===== config.mk =====
export PLATFORM = sky130hd
export DESIGN_NAME = velocity_oscillation_detector
export DESIGN_NICKNAME = d
export VERILOG_FILES = /design/src/design/vod_pkg.sv /design/src/design/vod_ram.sv /design/src/design/vod_divider.sv /design/src/design/velocity_oscillation_detector.sv
export SDC_FILE = /design/constraint.sdc
export NUM_CORES = 2
export LEC_CHECK = 0
export ABC_CLOCK_PERIOD_IN_PS = 12290
export BUFFER_PORTS_ARGS = -buffer_cell sky130_fd_sc_hd__clkbuf_2
export CAP_MARGIN = 20
export CORE_ASPECT_RATIO = 0.8
export CORE_MARGIN = 2
export CORE_UTILIZATION = 45
export CTS_CLUSTER_DIAMETER = 50
export DETAILED_ROUTE_END_ITERATION = 16
export PLACE_DENSITY_LB_ADDON = 0.3
export SYNTH_ARGS = -nofsm -noshare
export SYNTH_HDL_FRONTEND = slang
export SYNTH_SLANG_ARGS = --single-unit

===== constraint.sdc =====
create_clock -name clock -period 12.29 [get_ports clock]
set_input_delay 3.0725 -clock clock [delete_from_list [all_inputs] [get_ports clock]]
set_output_delay 3.0725 -clock clock [all_outputs]
set_load 0.005 [all_outputs]

===== src/design/vod_pkg.sv =====
// Package with shared constants, types and the memory entry layout of the oscillation detector.
package vod_pkg;

   localparam int WINDOW_DEPTH = 32;
   localparam int PTR_W = $clog2(WINDOW_DEPTH);
   localparam int CNT_W = $clog2(WINDOW_DEPTH + 1);
   localparam int SUM_W = 16 + PTR_W + 1;
   localparam int ENTRY_W = 34;
   localparam int ADDR_W = 3;
   localparam int QUO_W = 28;

   localparam logic [ADDR_W-1:0] REG_FWD_LIMIT = 3'd0;
   localparam logic [ADDR_W-1:0] REG_REV_LIMIT = 3'd1;
   localparam logic [ADDR_W-1:0] REG_TURN_LIMIT = 3'd2;
   localparam logic [ADDR_W-1:0] REG_SPEED_THR = 3'd3;
   localparam logic [ADDR_W-1:0] REG_TURN_THR = 3'd4;
   localparam logic [ADDR_W-1:0] REG_WIN_LEN = 3'd5;

   localparam logic OP_SAMPLE = 1'b0;
   localparam logic OP_CLEAR = 1'b1;

   // One window entry: normalized speed, normalized turn rate and raw turn sign.
   typedef struct packed {
      logic signed [15:0] speed;
      logic signed [15:0] turn;
      logic signed [1:0] sign;
   } entry_type;

   // Control between the top level and the divider.
   typedef struct packed {
      logic start;
      logic negative;
      logic bypass;
   } div_ctrl_type;

endpackage


===== src/design/vod_ram.sv =====
// Generic single-port-write, single-read RAM with a registered read.
module vod_ram #(
   parameter int WIDTH = 8,
   parameter int DEPTH = 32
) (
   input  logic                     clock,
   input  logic                     wr_en,
   input  logic [$clog2(DEPTH)-1:0] wr_addr,
   input  logic [WIDTH-1:0]         wr_data,
   input  logic [$clog2(DEPTH)-1:0] rd_addr,
   output logic [WIDTH-1:0]         rd_data
);

   logic [WIDTH-1:0] mem_ff [DEPTH];

   // Write port and registered read port.
   always_ff @(posedge clock) begin
      if (wr_en) begin
         mem_ff[wr_addr] <= wr_data;
      end
      rd_data <= mem_ff[rd_addr];
   end

endmodule


===== src/design/vod_divider.sv =====
// Restoring divider that normalizes one Q8.8 magnitude to a saturated signed Q4.12 value.
module vod_divider import vod_pkg::*; (
   input  logic               clock,
   input  logic               reset,
   input  div_ctrl_type       ctrl,
   input  logic [15:0]        magnitude,
   input  logic [14:0]        divisor,
   output logic               done,
   output logic signed [15:0] result
);

   logic [QUO_W-1:0] quo_ff, quo_in;
   logic [15:0] rem_ff, rem_in;
   logic [4:0] step_ff, step_in;
   logic busy_ff, busy_in;
   logic done_ff, done_in;
   logic neg_ff, neg_in;
   logic [14:0] div_ff, div_in;
   logic [15:0] trial;
   logic [QUO_W-1:0] mag_q;
   logic signed [16:0] sat_val;

   // One quotient bit per cycle over the 28-bit dividend magnitude*4096.
   always_comb begin
      quo_in = quo_ff;
      rem_in = rem_ff;
      step_in = step_ff;
      busy_in = busy_ff;
      neg_in = neg_ff;
      div_in = div_ff;
      done_in = 1'b0;
      trial = {rem_ff[14:0], quo_ff[QUO_W-1]};
      if (ctrl.start) begin
         quo_in = {magnitude, 12'd0};
         rem_in = '0;
         step_in = 5'(QUO_W - 1);
         busy_in = !ctrl.bypass;
         done_in = ctrl.bypass;
         neg_in = ctrl.negative;
         div_in = divisor;
         if (ctrl.bypass) begin
            quo_in = {7'd0, magnitude, 5'd0} >> 1;
         end
      end else if (busy_ff) begin
         if (trial >= {1'b0, div_ff}) begin
            rem_in = trial - {1'b0, div_ff};
            quo_in = {quo_ff[QUO_W-2:0], 1'b1};
         end else begin
            rem_in = trial;
            quo_in = {quo_ff[QUO_W-2:0], 1'b0};
         end
         step_in = step_ff - 5'd1;
         if (step_ff == 5'd0) begin
            busy_in = 1'b0;
            done_in = 1'b1;
         end
      end
   end

   always_ff @(posedge clock) begin
      if (reset) begin
         busy_ff <= 1'b0;
         done_ff <= 1'b0;
      end else begin
         busy_ff <= busy_in;
         done_ff <= done_in;
      end
      quo_ff <= quo_in;
      rem_ff <= rem_in;
      step_ff <= step_in;
      neg_ff <= neg_in;
      div_ff <= div_in;
   end

   // Sign and saturation of the finished quotient; bypass holds magnitude*16.
   assign mag_q = quo_ff;
   always_comb begin
      if (mag_q > 28'd32768) begin
         sat_val = neg_ff ? -17'sd32768 : 17'sd32767;
      end else if (mag_q == 28'd32768) begin
         sat_val = neg_ff ? -17'sd32768 : 17'sd32767;
      end else begin
         sat_val = neg_ff ? -$signed({2'b00, mag_q[14:0]}) : $signed({2'b00, mag_q[14:0]});
      end
   end

   assign done = done_ff;
   assign result = sat_val[15:0];

   // A bypassed item skips the quotient loop; done is registered from the start request.
   a_byp_quick: assert property (@(posedge clock) disable iff (reset)
      (ctrl.start && ctrl.bypass) |=> done)
      else $error("bypass result late");

endmodule


===== src/design/velocity_oscillation_detector.sv =====
// Top level of the velocity oscillation detector: register port, window memory and sequencer.
// Each velocity sample is normalized in speed and then in turn rate: the two normalizations
// run one after the other through one shared radix-2 divider, and each computes 28 quotient
// bits on a nonzero limit and bypasses the quotient loop on a zero limit; then come the
// window memory read steps ST_RD0 and ST_RD1, the update step ST_UPD and the step ST_OUT
// that loads the result register. A clear operation resets the window state and goes
// straight to the result step. The window memory holds WINDOW_DEPTH entries and needs no
// clearing pass; the fill count bounds which entries are read. One item is in flight at
// a time, and the next one is taken as soon as the result register is free or being drained.
module velocity_oscillation_detector import vod_pkg::*; (
   input  logic               clock,
   input  logic               reset,
   input  logic               req_valid,
   output logic               req_ready,
   input  logic               req_operation,
   input  logic signed [15:0] req_linear_speed,
   input  logic signed [15:0] req_turn_rate,
   output logic               rsp_valid,
   input  logic               rsp_ready,
   output logic               rsp_oscillating,
   output logic               rsp_detecting,
   output logic [5:0]         rsp_sample_count,
   input  logic               csr_psel,
   input  logic               csr_penable,
   input  logic               csr_pwrite,
   input  logic [4:0]         csr_paddr,
   input  logic [31:0]        csr_pwdata,
   output logic [31:0]        csr_prdata,
   output logic               csr_pready
);

   typedef enum logic [6:0] {
      ST_IDLE  = 7'b0000001,
      ST_SPEED = 7'b0000010,
      ST_TURN  = 7'b0000100,
      ST_RD0   = 7'b0001000,
      ST_RD1   = 7'b0010000,
      ST_UPD   = 7'b0100000,
      ST_OUT   = 7'b1000000
   } state_type;

   state_type state_ff, state_in;
   logic [14:0] fwd_ff, rev_ff, trl_ff, sthr_ff, tthr_ff;
   logic [5:0] wlen_ff;
   logic signed [SUM_W-1:0] ssum_ff, ssum_in, tsum_ff, tsum_in;
   logic [PTR_W-1:0] scc_ff, scc_in;
   logic [CNT_W-1:0] fill_ff, fill_in;
   logic [PTR_W-1:0] wp_ff, wp_in;
   logic signed [1:0] nsign_ff, nsign_in;
   logic flag_ff, flag_in;
   logic signed [15:0] lin_ff, trn_ff, nspd_ff, nspd_in;
   logic signed [15:0] ntrn_ff, ntrn_in;
   entry_type old_ff, old_in;
   logic rv_ff, rv_in;
   logic ro_ff, ro_in, rd_ff, rd_in;
   logic [5:0] rc_ff, rc_in;
   logic cfg_wr, clear_win;
   logic [ADDR_W-1:0] reg_idx;
   div_ctrl_type dctl;
   logic [15:0] dmag;
   logic [14:0] ddiv;
   logic ddone;
   logic signed [15:0] dres;
   logic ram_we;
   logic [PTR_W-1:0] ram_ra;
   entry_type ram_wd, ram_rd;
   logic [5:0] len;
   logic [PTR_W-1:0] wp_eff, nxt_ptr;
   logic [14:0] lin_abs, trn_abs;
   logic signed [1:0] sgn;
   logic fire;
   logic full;
   logic [CNT_W-1:0] fill_mid;
   logic [PTR_W-1:0] scc_mid;
   logic signed [SUM_W-1:0] ssum_new, tsum_new, sabs, tabs;
   logic [20:0] slim, tlim;
   logic half;

   // Register port writes and reads.
   assign csr_pready = 1'b1;
   assign reg_idx = csr_paddr[4:2];
   assign cfg_wr = csr_psel && csr_penable && csr_pwrite;
   always_ff @(posedge clock) begin
      if (reset) begin
         fwd_ff <= '0;
         rev_ff <= '0;
         trl_ff <= '0;
         sthr_ff <= '0;
         tthr_ff <= '0;
         wlen_ff <= 6'd32;
      end else if (cfg_wr) begin
         case (reg_idx)
            REG_FWD_LIMIT: fwd_ff <= csr_pwdata[14:0];
            REG_REV_LIMIT: rev_ff <= csr_pwdata[14:0];
            REG_TURN_LIMIT: trl_ff <= csr_pwdata[14:0];
            REG_SPEED_THR: sthr_ff <= csr_pwdata[14:0];
            REG_TURN_THR: tthr_ff <= csr_pwdata[14:0];
            REG_WIN_LEN: wlen_ff <= csr_pwdata[5:0];
            default: ;
         endcase
      end
   end
   always_comb begin
      case (reg_idx)
         REG_FWD_LIMIT: csr_prdata = {17'd0, fwd_ff};
         REG_REV_LIMIT: csr_prdata = {17'd0, rev_ff};
         REG_TURN_LIMIT: csr_prdata = {17'd0, trl_ff};
         REG_SPEED_THR: csr_prdata = {17'd0, sthr_ff};
         REG_TURN_THR: csr_prdata = {17'd0, tthr_ff};
         REG_WIN_LEN: csr_prdata = {26'd0, wlen_ff};
         default: csr_prdata = '0;
      endcase
   end

   // Effective window length and pointer wrap.
   assign len = (wlen_ff < 6'd2) ? 6'd2 : ((wlen_ff > 6'(WINDOW_DEPTH)) ?
                6'(WINDOW_DEPTH) : wlen_ff);
   assign wp_eff = ({1'b0, wp_ff} >= len) ? '0 : wp_ff;
   assign nxt_ptr = ({1'b0, wp_eff} + 6'd1 >= len) ? '0 : PTR_W'(wp_eff + 1'b1);
   assign full = fill_ff >= len;

   assign req_ready = (state_ff == ST_IDLE) && (!rv_ff || rsp_ready);
   assign fire = req_valid && req_ready;

   assign lin_abs = lin_ff[15] ? 15'(-lin_ff) : lin_ff[14:0];
   assign trn_abs = trn_ff[15] ? 15'(-trn_ff) : trn_ff[14:0];
   assign sgn = trn_ff[15] ? -2'sd1 : ((trn_ff == 16'sd0) ? 2'sd0 : 2'sd1);

   // Divider requests: speed with the transfer itself, turn rate once speed is done.
   always_comb begin
      dctl = '0;
      dmag = {lin_ff[15] && lin_abs == 15'd0, lin_abs};
      ddiv = lin_ff[15] ? rev_ff : fwd_ff;
      if (state_ff == ST_SPEED && ddone) begin
         dctl.start = 1'b1;
         dctl.negative = trn_ff[15];
         dctl.bypass = trl_ff == 15'd0;
         dmag = {trn_ff[15] && trn_abs == 15'd0, trn_abs};
         ddiv = trl_ff;
      end else if (fire && req_operation == OP_SAMPLE) begin
         dctl.start = 1'b1;
         dctl.negative = req_linear_speed[15];
         dctl.bypass = req_linear_speed[15] ? rev_ff == 15'd0 : fwd_ff == 15'd0;
         dmag = req_linear_speed[15] ? 16'(-req_linear_speed) : req_linear_speed;
         ddiv = req_linear_speed[15] ? rev_ff : fwd_ff;
      end
   end

   vod_divider u_div (
      .clock     (clock),
      .reset     (reset),
      .ctrl      (dctl),
      .magnitude (dmag),
      .divisor   (ddiv),
      .done      (ddone),
      .result    (dres)
   );

   // Window memory: the leaving entry is captured in ST_RD1, and its successor
   // is on the read port during the update step.
   assign ram_ra = (state_ff == ST_RD0) ? wp_eff : nxt_ptr;
   assign ram_we = state_ff == ST_UPD;
   assign ram_wd = '{speed: nspd_ff, turn: ntrn_ff, sign: sgn};

   vod_ram #(.WIDTH(ENTRY_W), .DEPTH(WINDOW_DEPTH)) u_ring (
      .clock   (clock),
      .wr_en   (ram_we),
      .wr_addr (wp_eff),
      .wr_data (ram_wd),
      .rd_addr (ram_ra),
      .rd_data (ram_rd)
   );

   // Window update arithmetic.
   always_comb begin
      ssum_new = ssum_ff;
      tsum_new = tsum_ff;
      scc_mid = scc_ff;
      fill_mid = fill_ff;
      if (full) begin
         ssum_new = ssum_new - SUM_W'(old_ff.speed);
         tsum_new = tsum_new - SUM_W'(old_ff.turn);
         if (old_ff.sign != ram_rd.sign && scc_mid != '0) begin
            scc_mid = scc_mid - 1'b1;
         end
         fill_mid = CNT_W'(len - 6'd1);
      end
      if (fill_mid != '0 && nsign_ff != sgn) begin
         scc_mid = scc_mid + 1'b1;
      end
      ssum_new = ssum_new + SUM_W'(nspd_ff);
      tsum_new = tsum_new + SUM_W'(ntrn_ff);
      fill_mid = fill_mid + 1'b1;
      sabs = ssum_new[SUM_W-1] ? -ssum_new : ssum_new;
      tabs = tsum_new[SUM_W-1] ? -tsum_new : tsum_new;
      slim = 21'(sthr_ff) * 21'(fill_mid);
      tlim = 21'(tthr_ff) * 21'(fill_mid);
      half = 6'(fill_mid) >= {1'b0, len[5:1]};
   end

   // Sequencer and state update.
   assign clear_win = cfg_wr && reg_idx == REG_WIN_LEN;
   always_comb begin
      state_in = state_ff;
      ssum_in = ssum_ff;
      tsum_in = tsum_ff;
      scc_in = scc_ff;
      fill_in = fill_ff;
      wp_in = wp_ff;
      nsign_in = nsign_ff;
      flag_in = flag_ff;
      nspd_in = nspd_ff;
      ntrn_in = ntrn_ff;
      old_in = old_ff;
      rv_in = rv_ff && !rsp_ready;
      ro_in = ro_ff;
      rd_in = rd_ff;
      rc_in = rc_ff;
      case (state_ff)
         ST_IDLE: begin
            if (fire) begin
               state_in = (req_operation == OP_CLEAR) ? ST_OUT : ST_SPEED;
               if (req_operation == OP_CLEAR) begin
                  ssum_in = '0;
                  tsum_in = '0;
                  scc_in = '0;
                  fill_in = '0;
                  wp_in = '0;
                  nsign_in = '0;
                  flag_in = 1'b0;
               end
            end
         end
         ST_SPEED: begin
            if (ddone) begin
               nspd_in = (lin_ff == 16'sd0) ? 16'sd0 : dres;
               state_in = ST_TURN;
            end
         end
         ST_TURN: begin
            if (ddone) begin
               ntrn_in = dres;
               state_in = ST_RD0;
            end
         end
         ST_RD0: state_in = ST_RD1;
         ST_RD1: begin
            old_in = ram_rd;
            state_in = ST_UPD;
         end
         ST_UPD: begin
            ssum_in = ssum_new;
            tsum_in = tsum_new;
            scc_in = scc_mid;
            fill_in = fill_mid;
            wp_in = nxt_ptr;
            nsign_in = sgn;
            flag_in = half && (21'(sabs) < slim) && (21'(tabs) < tlim) && (scc_mid > 1);
            state_in = ST_OUT;
         end
         ST_OUT: begin
            if (!rv_ff || rsp_ready) begin
               rv_in = 1'b1;
               ro_in = flag_ff;
               rd_in = 6'(fill_ff) >= {1'b0, len[5:1]};
               rc_in = 6'(fill_ff);
               state_in = ST_IDLE;
            end
         end
         default: state_in = ST_IDLE;
      endcase
      if (clear_win) begin
         ssum_in = '0;
         tsum_in = '0;
         scc_in = '0;
         fill_in = '0;
         wp_in = '0;
         nsign_in = '0;
         flag_in = 1'b0;
      end
   end

   always_ff @(posedge clock) begin
      if (reset) begin
         state_ff <= ST_IDLE;
         ssum_ff <= '0;
         tsum_ff <= '0;
         scc_ff <= '0;
         fill_ff <= '0;
         wp_ff <= '0;
         nsign_ff <= '0;
         flag_ff <= 1'b0;
         rv_ff <= 1'b0;
      end else begin
         state_ff <= state_in;
         ssum_ff <= ssum_in;
         tsum_ff <= tsum_in;
         scc_ff <= scc_in;
         fill_ff <= fill_in;
         wp_ff <= wp_in;
         nsign_ff <= nsign_in;
         flag_ff <= flag_in;
         rv_ff <= rv_in;
      end
      if (fire) begin
         lin_ff <= req_linear_speed;
         trn_ff <= req_turn_rate;
      end
      nspd_ff <= nspd_in;
      ntrn_ff <= ntrn_in;
      old_ff <= old_in;
      ro_ff <= ro_in;
      rd_ff <= rd_in;
      rc_ff <= rc_in;
   end

   assign rsp_valid = rv_ff;
   assign rsp_oscillating = ro_ff;
   assign rsp_detecting = rd_ff;
   assign rsp_sample_count = rc_ff;

   // The window never holds more samples than its effective length.
   a_fill_bound: assert property (@(posedge clock) disable iff (reset)
      6'(fill_ff) <= len)
      else $error("fill count beyond window length");

   // A raised flag needs more than one sign change.
   a_flag_scc: assert property (@(posedge clock) disable iff (reset)
      flag_ff |-> scc_ff > 1)
      else $error("flag without sign changes");

   // The memory is written only in the update step.
   a_wr_once: assert property (@(posedge clock) disable iff (reset)
      ram_we |=> state_ff == ST_OUT)
      else $error("write outside update");

   // No transfer is taken while an item is in flight.
   a_one_item: assert property (@(posedge clock) disable iff (reset)
      (state_ff != ST_IDLE) |-> !req_ready)
      else $error("accept while busy");

endmodule

# ---- Word level (Yosys, flattened, before mapping)
# Memories as Yosys holds them, arrays and structs flattened. A register that Yosys moved wholly into a read port is not among the register bits.
# Index checks and enable logic that the tools add are counted.
dict set report classes {
  add_sub_neg 18
  multipliers 2
  magnitude_cmp 12
  n_eq_ne 20
  mux 70
  n_bitwise 1
  n_reduce_logical 44
}
# cell n
set ops {}
lappend ops {{two-way mux 16 bit} 7}
lappend ops {{two-way mux 15 bit} 7}
lappend ops {{case mux 15 bit (6 select lines)} 1}
lappend ops {{two-way mux 22 bit} 4}
lappend ops {{case mux 22 bit (2 select lines)} 2}
lappend ops {{two-way mux 28 bit} 3}
lappend ops {{zero test 15 bit} 5}
lappend ops {{case mux 7 bit (7 select lines)} 1}
lappend ops {{adder 22 x 16 -> 22 bit} 2}
lappend ops {{subtractor 22 x 16 -> 22 bit} 2}
lappend ops {{less-than comparator 21 bit} 2}
lappend ops {{multiplier 15 x 6 -> 21 bit} 2}
lappend ops {{two-way mux 21 bit} 2}
lappend ops {{negator 21 bit} 2}
lappend ops {{two-way mux 5 bit} 8}
lappend ops {{two-way mux 7 bit} 5}
lappend ops {{zero test 16 bit} 2}
lappend ops {{two-way mux 6 bit} 5}
lappend ops {{negator 15 bit} 2}
lappend ops {{equality test 28 x 16 -> 1 bit (second input constant)} 1}
lappend ops {{greater-than comparator 28 x 16 -> 1 bit (second input constant)} 1}
lappend ops {{case mux 5 bit (2 select lines)} 2}
lappend ops {{AND reduction 2 bit} 9}
lappend ops {{greater-or-equal comparator 16 x 15 -> 1 bit} 1}
lappend ops {{45 further kinds} 89}
dict set report word_totals {
  register_bits 324
  mem_bits_rw 1088
  in_bits 77
  out_inout_bits 43
  elab_cells 200
  mem_count 1
}
# memory depth width rd rd_ports_with_merged_regs wr line
set mem_list {}
lappend mem_list {u_ring.mem_ff 32 34 1 1 1 vod_ram.sv:14} ;# logic [WIDTH-1:0] mem_ff [DEPTH];

# ---- Longest topological paths before layout
dict set report depth {
  depth_word 13
  ltp_mapped 40
  ltp_nobuf 38
}

# ---- Hierarchy
# Synthesis repeated with hierarchy kept, for this count alone.
dict set report unflattened {
  hier_cells 5708
  area_unflattened_um2 71519.8
}
# module instances cells_per_inst area_per_inst_um2 seq_area_each_um2
set by_module_without_submodules {}
lappend by_module_without_submodules {vod_ram 1 2399 43106.3 33352.0}
lappend by_module_without_submodules {velocity_oscillation_detector 1 2893 24459.7 6226.0}
lappend by_module_without_submodules {vod_divider 1 416 3953.8 1761.7}

# ---- Worst setup path before layout
# Ideal clock, no wire load.
dict set report synth_timing {
  path_kind {register to register}
  start {reg wlen_ff[2]}
  end {reg flag_ff}
  setup_ns 0.087
  arrival_time_ns 8.277
  required_time_ns 12.203
  slack_ns 3.926
  stages_incl_launch_ff 39
  path_buffers 2
  synth_period_minus_slack_ns 8.364
  path_cell_list {dfxtp_1 > nor3_1 > nand2b_1 > nand3_1 > inv_1 > ha_1 > nand2b_1 > a2111oi_1 > o31ai_2 > mux2i_1 > clkbuf_1 > inv_1 > ha_1 > nand2_1 > xnor2_1 > clkbuf_1 > nand2_1 > fa_1 > [... 3 more ...] > ha_1 > nor2b_1 > o21ai_0 > nand2b_1 > a21o_1 > a21o_1 > a21o_1 > nand3_1 > a31oi_1 > a211o_1 > a21oi_1 > xor2_1 > ha_1 > nor2b_1 > o21ai_0 > nand4_1 > a211o_1 > o31ai_1}
}
dict set report synth_between {
  elab_chain_cells 13
  elab_cells_between_ends 31
  cone_classes {add/sub: 7; mul: 2; order compare: 7; mux: 10; reduce/logical: 5}
}
# element line
set synth_rtl {}
lappend synth_rtl {{start, declared} velocity_oscillation_detector.sv:44} ;# logic [5:0] wlen_ff;
lappend synth_rtl {{start signal, assigned} velocity_oscillation_detector.sv:98} ;# REG_WIN_LEN: wlen_ff <= csr_pwdata[5:0];
lappend synth_rtl {{greater-than comparator 6 bit} velocity_oscillation_detector.sv:116} ;# assign len = (wlen_ff < 6'd2) ? 6'd2 : ((wlen_ff > 6'(WINDOW_DEPTH)) ?
lappend synth_rtl {{two-way mux 6 bit} velocity_oscillation_detector.sv:116}
lappend synth_rtl {{two-way mux 6 bit *} velocity_oscillation_detector.sv:116}
lappend synth_rtl {{parallel branches: the longest is 8 deep, another holds multiplier 15 x 6 -> 21 bit} -}
lappend synth_rtl {{logical AND 1 bit *} velocity_oscillation_detector.sv:258} ;# flag_in = half && (21'(sabs) < slim) && (21'(tabs) < tlim) && (scc_mid > 1);
lappend synth_rtl {{case mux 1 bit (2 select lines) *} velocity_oscillation_detector.sv:219} ;# case (state_ff)
lappend synth_rtl {{end signal, assigned} velocity_oscillation_detector.sv:302} ;# flag_ff <= flag_in;
lappend synth_rtl {{end, declared} velocity_oscillation_detector.sv:50} ;# logic flag_ff, flag_in;
# Every way passes the cells marked *.
# A chain may end at the register's enable or synchronous reset.

# ---- Worst setup path after layout
dict set report layout_timing {
  start {reg wlen_ff[5]}
  end {reg flag_ff}
}
# Same word-level chain as after synthesis.

==> impl_table.tex <==
\begin{tabular}{lr}
\hline
Metric & Value \\
\hline
\multicolumn{2}{l}{\textbf{Global route}} \\
Global-route congestion overflow total & 0 \\
Number of antenna violations at the first check in global routing & 6 \\
Combined global-route utilization of all metal layers & 23.7\% \\
First-pass GRT wire length & approximately 290 mm \\
Via count of the first global-routing pass & 47.1k \\
Largest net degree at the start of global routing & $\sim$170 \\
\multicolumn{2}{l}{\textbf{Placed design}} \\
RePlAce Congestion & 0.906 \\
IO Port Bufs & 82 \\
Half-perimeter wire length after placement & around 110 mm \\
Placed cell count & 8389 \\
\multicolumn{2}{l}{\textbf{Outcome}} \\
Outcome & complete, no violations \\
\multicolumn{2}{l}{\textbf{Timing}} \\
Fin crit share & 80.8\% \\
Total Neg Setup Slack & 0 ns \\
Max Slew Vio Count & 0 \\
Setup-violating endpoint count in the final report & 0 \\
Number of failing hold endpoints at the final stage & 0 \\
Fin Clk Skew & $\sim$0.045 ns \\
Fmax & 101 MHz \\
Setup repair after global routing missed its margin & no \\
Relative slew slack & approximately 21\% \\
Actual transition at the worst max-transition pin & about 1.2 ns \\
Final critical delay including setup and external delays & 9.93 ns \\
\multicolumn{2}{l}{\textbf{Yosys}} \\
Number of distinct library cells after synthesis & 88 \\
Most used DFF post-synth & edfxtp\_1 \\
Number of enable flip-flop cells after synthesis & 1238 \\
Flops \& latches, synth & roughly 1.4k \\
Post-Synthesis Cells & around 6.4k \\
Share of flip-flops with an asynchronous set or reset & 0\% \\
Cell area after synthesis & 71200 sq um \\
Mean post-synth cell area & between 10 and 15 sq um \\
Seq/Total Area, Yosys & 58.1\% \\
Synthesis Warnings & 0 \\
\multicolumn{2}{l}{\textbf{Setup path}} \\
Slowest stage cell on the critical path & a2111oi\_1 \\
Critical path endpoint category & register \\
Data required, critical path & 13.00 ns \\
Worst Setup Start Kind & register \\
Largest fanout of any net on the critical path & 49 \\
Data arrival, critical path & 10.64 ns \\
Most Frequent Cell on Critical Path & nand3\_1 \\
Slowest stage delay, CP & 0.79 ns \\
Startpoint-to-endpoint class of the critical path & reg2reg \\
\multicolumn{2}{l}{\textbf{Floorplanning}} \\
Number of top-level pins & 120 \\
Die span in x & 449 um \\
Core area & 157000 sq um \\
Initial cell density of the core & 45.3\% \\
Height of the chip & 360 um \\
Area of the die & 161000 sq um \\
Row Count & 130 \\
\multicolumn{2}{l}{\textbf{Finish}} \\
Antenna Cells & 0 \\
FILL cells & 13.7k \\
Leading cell type in the layout, fill and taps excluded & nand2\_1 \\
Final-stage net count & 6881 \\
Area used by sequential logic in the layout & 41300 sq um \\
Area of the multi-input gates & 27900 sq um \\
Most frequent cells in the layout & nand2\_1 (1308), edfxtp\_1 (1238), o21ai\_0 (281) \\
Final standard cell count with taps included and fillers excluded & 8688 \\
Ratio of cells with drive above 1 in the final layout & 8.21\% \\
Relative area change from synthesis to final layout & 11.5\% \\
\multicolumn{2}{l}{\textbf{Clocking}} \\
Number of sinks handled by clock tree synthesis & 1446 \\
Clock tree from TritonCTS & built \\
Maximum count of clock buffers along a single path & 3 \\
Number of H-tree levels & 4 \\
Post-CTS setup buffers & 0 \\
Hold buffer count at CTS & 0 \\
Worst-path clk slew & approximately 0.060 ns \\
Root Driver & clkbuf\_16 \\
PostCTS Resize Cnt & 0 \\
TritonCTS Buffers & 152 \\
Clk\_lat worst skew & 0.81 ns \\
\multicolumn{2}{l}{\textbf{Power}} \\
Static Leak & 28.8 nW \\
Total power per unit cell area & about 130 nW/um\^{}2 \\
Maximum vdd drop & 0.000117 V \\
\multicolumn{2}{l}{\textbf{Route}} \\
Iter 0 DRT Violations & approximately 6.3k \\
Residual DRC count & 0 \\
Top layer reached by signal wires & met4 \\
Met3 routed wirelength & roughly 18 mm \\
Antenna-violating nets left & 0 \\
Post-route met1 wirelength & slightly below 90 mm \\
Routed len/inst & between 20 and 25 um \\
Detail Route met2 WL & 84.2 mm \\
Average vias per placed instance & around 5.8 \\
Drt pass-1 iters & 6 \\
Drt total wl & around 200 mm \\
Count of vias placed by the detailed router & roughly 50k \\
\multicolumn{2}{l}{\textbf{Min path}} \\
Classification of the worst-slack hold path & reg2reg \\
\multicolumn{2}{l}{\textbf{Job}} \\
Max-cap violation count & 0 \\
\hline
\end{tabular}
## flip-flops by register name, indices dropped and copies added (netlist names), 16 cells and up
name,cells
ntrn_ff,16
tsum_ff,22
nspd_ff,16
trn_ff,16
u_ring.rd_data,34
ssum_ff,22
u_div.mag_q,28
u_ring.mem_ff,1088
old_ff,34
lin_ff,16
## cells by family (layout without fill, tap and decap cells)
logic type | count (synthesis) | after routing | synth area share, %
buffers and inverters | 604 | 730 | 3.37
DFF | 1446 | 1446 | 58.1
xor gates and xnor gates | 209 | 209 | 2.59
and+or+nand+nor | 2441 | 2441 | 15.5
adders and majority gates | 353 | 353 | 7.37
other | 2 | 18 | 0.0105
AOI/OAI and AO/OA | 1286 | 1286 | 11.6
muxes | 93 | 93 | 1.44
## worst max-delay path: cells and delay by family (launching register included)
kind,cells,cell delay (ns)
compound gates,14,3.77
xor+xnor,2,0.34
fa+ha+maj,6,2.48
buf+inv,4,0.97
flops,1,0.45
simple gates,10,1.80
## metrics by stage
| stage | hold WS, ns | utilization, % | total power, mW | worst slack (ns) | area, sq um |
|---|---|---|---|---|---|
| 3_5_place_dp | 0.391 | 47.1 | 6.17 | 2.39 | 74100 |
| 6_report | 0.406 | 50.5 | 10.6 | 2.36 | 79400 |
| 5_1_grt | 0.410 | 50.5 | 10.9 | 1.54 | 79400 |
| 4_1_cts | 0.402 | 50.2 | 10.6 | 2.33 | 78900 |
| 2_1_floorplan | 0.386 | - | 5.98 | 3.93 | 71300 |
| 3_3_place_gp | 0.390 | 47.1 | 6.15 | 2.56 | 74000 |
## cell usage after synthesis (8+ instances only)
master,instances,share of area [%]
nor4_1,54,0.47
and3_1,18,0.16
buf_2,24,0.17
a22o_1,75,0.92
edfxtp_1,1238,52
o21ai_0,281,2.0
clkbuf_1,279,1.5
nor3b_1,11,0.12
or2_2,13,0.11
o21bai_1,10,0.11
inv_1,249,1.3
o31ai_1,12,0.13
or4_1,8,0.084
buf_1,23,0.12
nand2b_1,61,0.54
buf_4,27,0.28
xnor2_1,104,1.3
and2_0,21,0.18
a21oi_1,249,1.8
mux2i_1,83,1.2
ha_1,242,4.3
a31oi_1,159,1.4
nor2_1,306,1.6
dfxtp_1,208,5.8
o22ai_1,83,0.73
fa_1,111,3.1
nand4_1,27,0.24
nand2_1,1310,6.9
o221ai_1,13,0.16
nand3_1,179,1.3
o21a_1,28,0.30
a22oi_1,63,0.66
xor2_1,103,1.3
nand3b_1,10,0.11
or3_1,40,0.35
a211oi_1,160,1.7
nor2b_1,60,0.53
a21o_1,51,0.54
o31a_1,20,0.25
nor3_1,72,0.51
and2_1,223,2.0
o21ai_1,8,0.056
## worst paths after layout
kind	cells after the start	start	endpoint	slack [ns]
worst max-delay path	36	wlen_ff[5]	flag_ff	2.36
worst min-delay path	0	u_ring.rd_data[30]	old_ff[30]	0.41
worst max register to register	36	wlen_ff[5]	flag_ff	2.36
worst min register to register	0	u_ring.rd_data[30]	old_ff[30]	0.41
## area by class of cell
cell class                 count  area share (%)
clock buffer                 193            5.22
clock inverter                86           0.867
inverter                     251            1.19
multi-input combinational   4400            35.1
sequential                  1446            52.1
tap                         2112            3.33
timing repair buffer         200            2.20
## routing by layer
layer  track usage, %  up-vias
met2             34.8     2111
met4             6.36        0
met3             4.11      268
li1                 -    23200
met5                0        -
met1             36.0    24600
## report_power, final
part | leakage (nW) | internal, mW | switching [mW]
registers | 13.0 | 5.35 | 0.0709
logic | 13.4 | 0.245 | 0.409
clock network | 2.38 | 2.50 | 1.99
total | 28.8 | 8.09 | 2.47
(Power assumes the default switching activity.)
